===== config.mk =====
export PLATFORM = sky130hd
export DESIGN_NAME = apu_sqrt
export DESIGN_NICKNAME = d
export VERILOG_FILES = /design/src/sv/apu_pkg.sv /design/src/sv/apu_sqrt.sv
export SDC_FILE = /design/constraint.sdc
export NUM_CORES = 2
export LEC_CHECK = 0
export BUFFER_PORTS_ARGS = -buffer_cell sky130_fd_sc_hd__buf_2
export CORE_MARGIN = 3
export CORE_UTILIZATION = 30
export DETAILED_ROUTE_END_ITERATION = 7
export SLEW_MARGIN = 20
export SYNTH_ARGS = -nofsm -noshare
export SYNTH_HDL_FRONTEND = slang
export SYNTH_MEMORY_MAX_BITS = 65536
export SYNTH_SLANG_ARGS = --single-unit

===== constraint.sdc =====
create_clock -name clk -period 11.8 [get_ports clk]
set_clock_uncertainty 0.1 [all_clocks]
set_input_delay 1.18 -clock clk [delete_from_list [all_inputs] [get_ports clk]]
set_output_delay 1.18 -clock clk [all_outputs]
set_load 0.03 [all_outputs]

===== src/sv/apu_pkg.sv =====
// shared constants, types and rounding helper for the adam update pipeline
package apu_pkg;

  localparam int DATA_WIDTH_DEF = 32;
  localparam int SQRT_STEPS     = 32;
  localparam int DIV_STEPS      = 40;
  localparam int DIV_LAT        = DIV_STEPS + 2;
  localparam int MAG_W          = 44;
  localparam int NUM_W          = 76;
  localparam int DEN_W          = 43;
  localparam int Q_W            = DIV_STEPS + 1;
  localparam int ADDR_W         = 5;

  localparam logic [31:0] ONE_Q31 = 32'h8000_0000;

  localparam logic [2:0] REG_LR    = 3'd0;
  localparam logic [2:0] REG_BETA1 = 3'd1;
  localparam logic [2:0] REG_BETA2 = 3'd2;
  localparam logic [2:0] REG_EPS   = 3'd3;
  localparam logic [2:0] REG_IBC1  = 3'd4;
  localparam logic [2:0] REG_IBC2  = 3'd5;

  localparam logic [31:0] LR_RST    = 32'd4294967;
  localparam logic [31:0] BETA1_RST = 32'd1932735283;
  localparam logic [31:0] BETA2_RST = 32'd2145336164;
  localparam logic [31:0] EPS_RST   = 32'd43;
  localparam logic [31:0] IBC_RST   = 32'd1048576;

  // values that ride alongside the long arithmetic units
  typedef struct packed {
    logic signed [31:0] w;
    logic signed [31:0] m;
    logic [31:0]        v;
    logic               neg;
  } side_t;

  // shift right with rounding of the magnitude, halves away from zero
  function automatic logic signed [63:0] round_mag(input logic signed [63:0] x,
                                                   input int unsigned s);
    logic [63:0] half;
    logic [63:0] mag;
    logic [63:0] r;
    half = 64'd1 << (s - 1);
    if (x < 0) begin
      mag = 64'(-x);
      r   = (mag + half) >> s;
      return -$signed(r);
    end else begin
      r = (64'(x) + half) >> s;
      return $signed(r);
    end
  endfunction

endpackage


===== src/sv/apu_sqrt.sv =====
// pipelined integer square root, two radicand bits per stage
module apu_sqrt import apu_pkg::*; (
  input  logic        clk,
  input  logic        rst,
  input  logic        en,
  input  logic        in_valid,
  input  logic [63:0] radicand,
  output logic        out_valid,
  output logic [31:0] root
);

  logic        vld [SQRT_STEPS];
  logic [33:0] rem [SQRT_STEPS];
  logic [31:0] rt  [SQRT_STEPS];
  logic [63:0] xs  [SQRT_STEPS];

  for (genvar k = 0; k < SQRT_STEPS; k++) begin : g_stage
    logic        vld_prev;
    logic [33:0] rem_prev;
    logic [31:0] rt_prev;
    logic [63:0] xs_prev;
    logic [35:0] trial_rem;
    logic [35:0] trial_sub;

    if (k == 0) begin : g_first
      assign vld_prev = in_valid;
      assign rem_prev = '0;
      assign rt_prev  = '0;
      assign xs_prev  = radicand;
    end else begin : g_next
      assign vld_prev = vld[k-1];
      assign rem_prev = rem[k-1];
      assign rt_prev  = rt[k-1];
      assign xs_prev  = xs[k-1];
    end

    assign trial_rem = {rem_prev, xs_prev[63:62]};
    assign trial_sub = {2'b00, rt_prev, 2'b01};

    always_ff @(posedge clk) begin
      if (rst) begin
        vld[k] <= 1'b0;
      end else if (en) begin
        vld[k] <= vld_prev;
      end
    end

    always_ff @(posedge clk) begin
      if (en) begin
        xs[k] <= {xs_prev[61:0], 2'b00};
        if (trial_rem >= trial_sub) begin
          rem[k] <= 34'(trial_rem - trial_sub);
          rt[k]  <= {rt_prev[30:0], 1'b1};
        end else begin
          rem[k] <= trial_rem[33:0];
          rt[k]  <= {rt_prev[30:0], 1'b0};
        end
      end
    end
  end

  assign out_valid = vld[SQRT_STEPS-1];
  assign root      = rt[SQRT_STEPS-1];

endmodule


# After elaboration in Yosys (flattened, before gate mapping)
# Memories as Yosys holds them, arrays and structs flattened.
# Cells that the tools add are included.
# word_totals
register_bits,0
out_inout_bits,33
mem_bits_rw,4128
memories,4
inputBits,68
# op_classes
add_sub_neg,32
bitwise_logic,96
magnitude_cmp,32
n_mux,294
# memory_table
name,words,width,rd,rd_ports_with_merged_regs,write_ports,line,text
xs,32,62,31,0,32,apu_sqrt.sv:15,logic [63:0] xs [SQRT_STEPS];
rem,32,34,31,0,32,apu_sqrt.sv:13,logic [33:0] rem [SQRT_STEPS];
rt,32,32,32,0,32,apu_sqrt.sv:14,logic [31:0] rt [SQRT_STEPS];
vld,32,1,32,0,32,apu_sqrt.sv:12,logic vld [SQRT_STEPS];
# op_table
cell,count
$ge 36x34->1,31
$mux 34,32
$sub 34x34->34,31
$mux 32,32
$mux 1,230
$or 1x1->1,96
$sub 2x1->3 const B,1
$ge 2x1->1 const B,1

# Logic depth before layout (Yosys ltp)
# An unclocked memory read counts as a cell.
# logic_depth
word_depth,6
depth_mapped,14

# Least setup slack after synthesis
# Ideal clock, no wire load.
# synth_path
path_type,in2reg
from,input port en
to,"memory rem[30][0], in the netlist rem[1][476] (enable)"
arrival_time_ns,3.979
t_required_ns,11.254
path_slack_ns,7.275
path_buffers,5
stages,5
cell_sequence,clkbuf_1 > clkbuf_1 > clkbuf_1 > clkbuf_1 > clkbuf_1
# synth_rtl
element,line,text
"start, declared",apu_sqrt.sv:5,"input logic en,"
"end, declared",apu_sqrt.sv:13,

==> summary.txt <==
Outcome
  – Outcome: completed

Layout
  – # fillers: 38.5k
  – Synth-to-Final Area Change: 13.4%
  – Nets: 10.1k
  – N_diodes: 0
  – Proportion of layout cells with a drive suffix above 1: 7.29%
  – Final Cell Area: about 130,000 um^2
  – Non-Filler Instances: 14.9k

Critical path
  – CP delay by family, top: simple AND/OR/NAND/NOR gates
  – Crit end category: flop
  – Max stage delay on crit path: a little over 900 ps
  – Maximum fanout along the worst path: 62
  – Slowest cell on the critical path: nor4bb_1
  – Flop-to-flop setup slack: 7050 ps
  – Critical Path RT: between 10,000 and 15,000 ps
  – CP Launch Type: flop
  – CP Cell Sequence: ha_1 > nand2_1 > nor4_1 > nand3_1 > nor4bb_1 > nor2_1 > nor4b_1 > o21ba_2 > buf_4 > a2111oi_0 > xor2_1
  – CP arrival: 5230 ps
  – CP Class: flop to flop
  – Critical path depth: 11
  – WP buf/inv: 1
  – R2R cell count: 11

Die
  – Die ar.: 404,000 um^2
  – Rows: between 200 and 250
  – Starting Density: 30.2%
  – I/O pin cnt: between 100 and 150
  – Die Y: about 640 um
  – Die Wd: approximately 640 um
  – Core Region: approximately 400,000 um^2

Yosys
  – Ys async rst share: 0%
  – Syn nets: 9,836
  – Post-Syn Area: 119,000 um^2
  – Most frequent cell after synthesis: edfxtp_1
  – Top FF cell, synth: edfxtp_1
  – Mapped Cells: approximately 9k
  – Seq/Total Area, Yosys: 64.5%
  – Post-synth EDFFs: 2,554
  – Post-synth top area cell: edfxtp_1
  – Synthesis-stage register bit count: 2,555
  – Share of the synthesized area in the top cell type: between 60 and 70%
  – Avg Inst Size Synth: 12.9 um^2
  – Post-synth top cells: edfxtp_1 (2,554), nand2_1 (728), inv_1 (709), o21ai_0 (574), ha_1 (563)
  – Synth area leaders: edfxtp_1 (64%), ha_1 (5.9%), xnor2_1 (3.1%), xor2_1 (3.0%), o21ai_0 (2.4%)
  – Synth cell types: 88
  – Yosys Warn Count: 0

Timing
  – Relative slew slack: between 20% and 30%
  – RSZ-0062 raised after global routing: false
  – Final setup fails: 0
  – Final Critical Period: roughly 4700 ps
  – Max frequency: ~210 MHz
  – Post-route worst setup slack: around 7100 ps
  – Final hold vios: 0
  – Worst-Margin Slew: approximately 1100 ps
  – Max-slew violation count: 0
  – Sum of negative setup slack: 0 ps
  – Post-route clock period utilization: 40.2%

Clocking
  – Reg clk slew, reported paths: 60 ps
  – Root buffer cell: clkbuf_16
  – PostCTS Resize Cnt: 0
  – Number of clock sinks: around 2.6k
  – Clock tree buffer depth: 4
  – CTS tree: done
  – H-tree Lvls: 5
  – Hold_buf cts: 0
  – CTS buffer count: 292
  – Latest clock arrival within the worst-skew pair: about 900 ps
  – Post-CTS setup buffers: 0

GRT
  – First-pass GRT wire length: around 370 mm
  – Gr ovfl total: 0
  – GR Util All Layers: between 10% and 20%
  – Pin count of the biggest net entering global routing: 199
  – Initial antenna violation count: 6
  – Vias in the first global route: 69.6k

Power
  – Sequential share of power: 47.1%
  – Combinational power share: between 10% and 20%
  – Static leakage: 50.1 nW
  – Clock power frac: 33.1%
  – Worst ir drop on vdd: 0.153 mV
  – Internal Power: 0.0187 W
  – PwrDens: 193 nW/um^2
  – Switch share: 28.1%
  – P_sw: 0.00731 W

Route
  – DRT Pass-1 Iters: 5
  – Post-route ant nets: 0
  – Routed len/inst: 15.7 um
  – Vias per cell: roughly 4.7
  – DR DRC count: 0
  – Routed wire length: 234 mm
  – DRC violation total after the first TritonRoute iteration: 4,202
  – Via count: between 60k and 70k

Placement
  – HPWL Detailed: 166 mm
  – Post-DP Area: 126,000 um^2
  – Setup slack at placement: around 6400 ps
  – PortBufs: 100
  – Final GP Congestion: 0.904
  – Post-Place Cells: 14.4k

Worst hold path
  – Worst Hold Depth: 0
  – Worst Hold Class: flop to flop

Flow run
  – Max-Cap Viols: 0
[flip-flops by register name (all words and copies together) (netlist names)]
signal  flops
rt        528
vld        32
rem      1003
xs        992
[area by class of cell]
cell class                 count  area (um^2)  area share [%]
multi-input combinational   5724        38800            28.8
clock inverter               159         1380            1.02
sequential                  2555        76700            56.9
tap                         5220         6530            4.84
clock buffer                 356         7670            5.69
timing repair buffer         156         1040           0.774
inverter                     711         2670            1.98
[metrics by stage]
step / hold WS [ps] / utilization (%) / power, W
final: 294 / 34.3 / 0.0260
after global routing: 282 / 34.3 / 0.0275
after CTS: 233 / 34.2 / 0.0264
after detailed placement: 305 / 31.9 / 0.0176
after global placement: 301 / 31.9 / 0.0176
after floorplan: 300 / - / 0.0161
[power by group through the flow]
stage	logic (W)	registers, W	clock network, W
global route	0.00583	0.0124	0.00930
floorplan	0.00403	0.0121	0
global placement	0.00509	0.0125	0
CTS	0.00517	0.0123	0.00895
finish	0.00517	0.0123	0.00861
detailed placement	0.00515	0.0125	0
[kinds of logic (layout without fill, tap and decap cells)]
logic type                 after synthesis  count (layout)  share of synthesized area (%)
muxes                                   68              68                          0.623
AOI/OAI and AO/OA                     1851            1851                           9.69
buffers and inverters                  926            1382                           2.94
and+or+nand+nor                       2413            2413                           10.2
xor gates and xnor gates               829             829                           6.10
DFF                                   2555            2555                           64.5
adders and majority gates              563             563                           5.92
[cell usage in the layout (no fill, tap or decap), types with 99 or more instances in the layout]
master and instances:
a21o_1 266, a21oi_1 465, buf_2 99, clkbuf_16 298, edfxtp_1 2554, ha_1 563, inv_1 709, nand2_1 728
nand2b_1 128, nand3_1 134, nor2_1 412, nor3_1 239, nor4_1 128, o21a_1 106, o21ai_0 574, xnor2_1 418
xor2_1 411
[path summary, 6_finish.rpt]
| kind | from | end |
|---|---|---|
| setup / recovery | rem[1][462] | rem[1][509] |
| hold reg to reg | xs[0][604] | xs[0][668] |
| hold / removal | xs[0][604] | xs[0][668] |
| setup reg to reg | rem[1][462] | rem[1][509] |
[routing by layer]
| metal | track usage (%) | vias to the layer above | part of all wire, % |
|---|---|---|---|
| met5 | 0 | - | 0 |
| met4 | 5.75 | 0 | 5.2 |
| met3 | 1.52 | 605 | 3.3 |
| met2 | 21.3 | 1248 | 52 |
| met1 | 12.3 | 33000 | 39 |
| li1 | - | 34500 | - |
(Power assumes the default switching activity.)
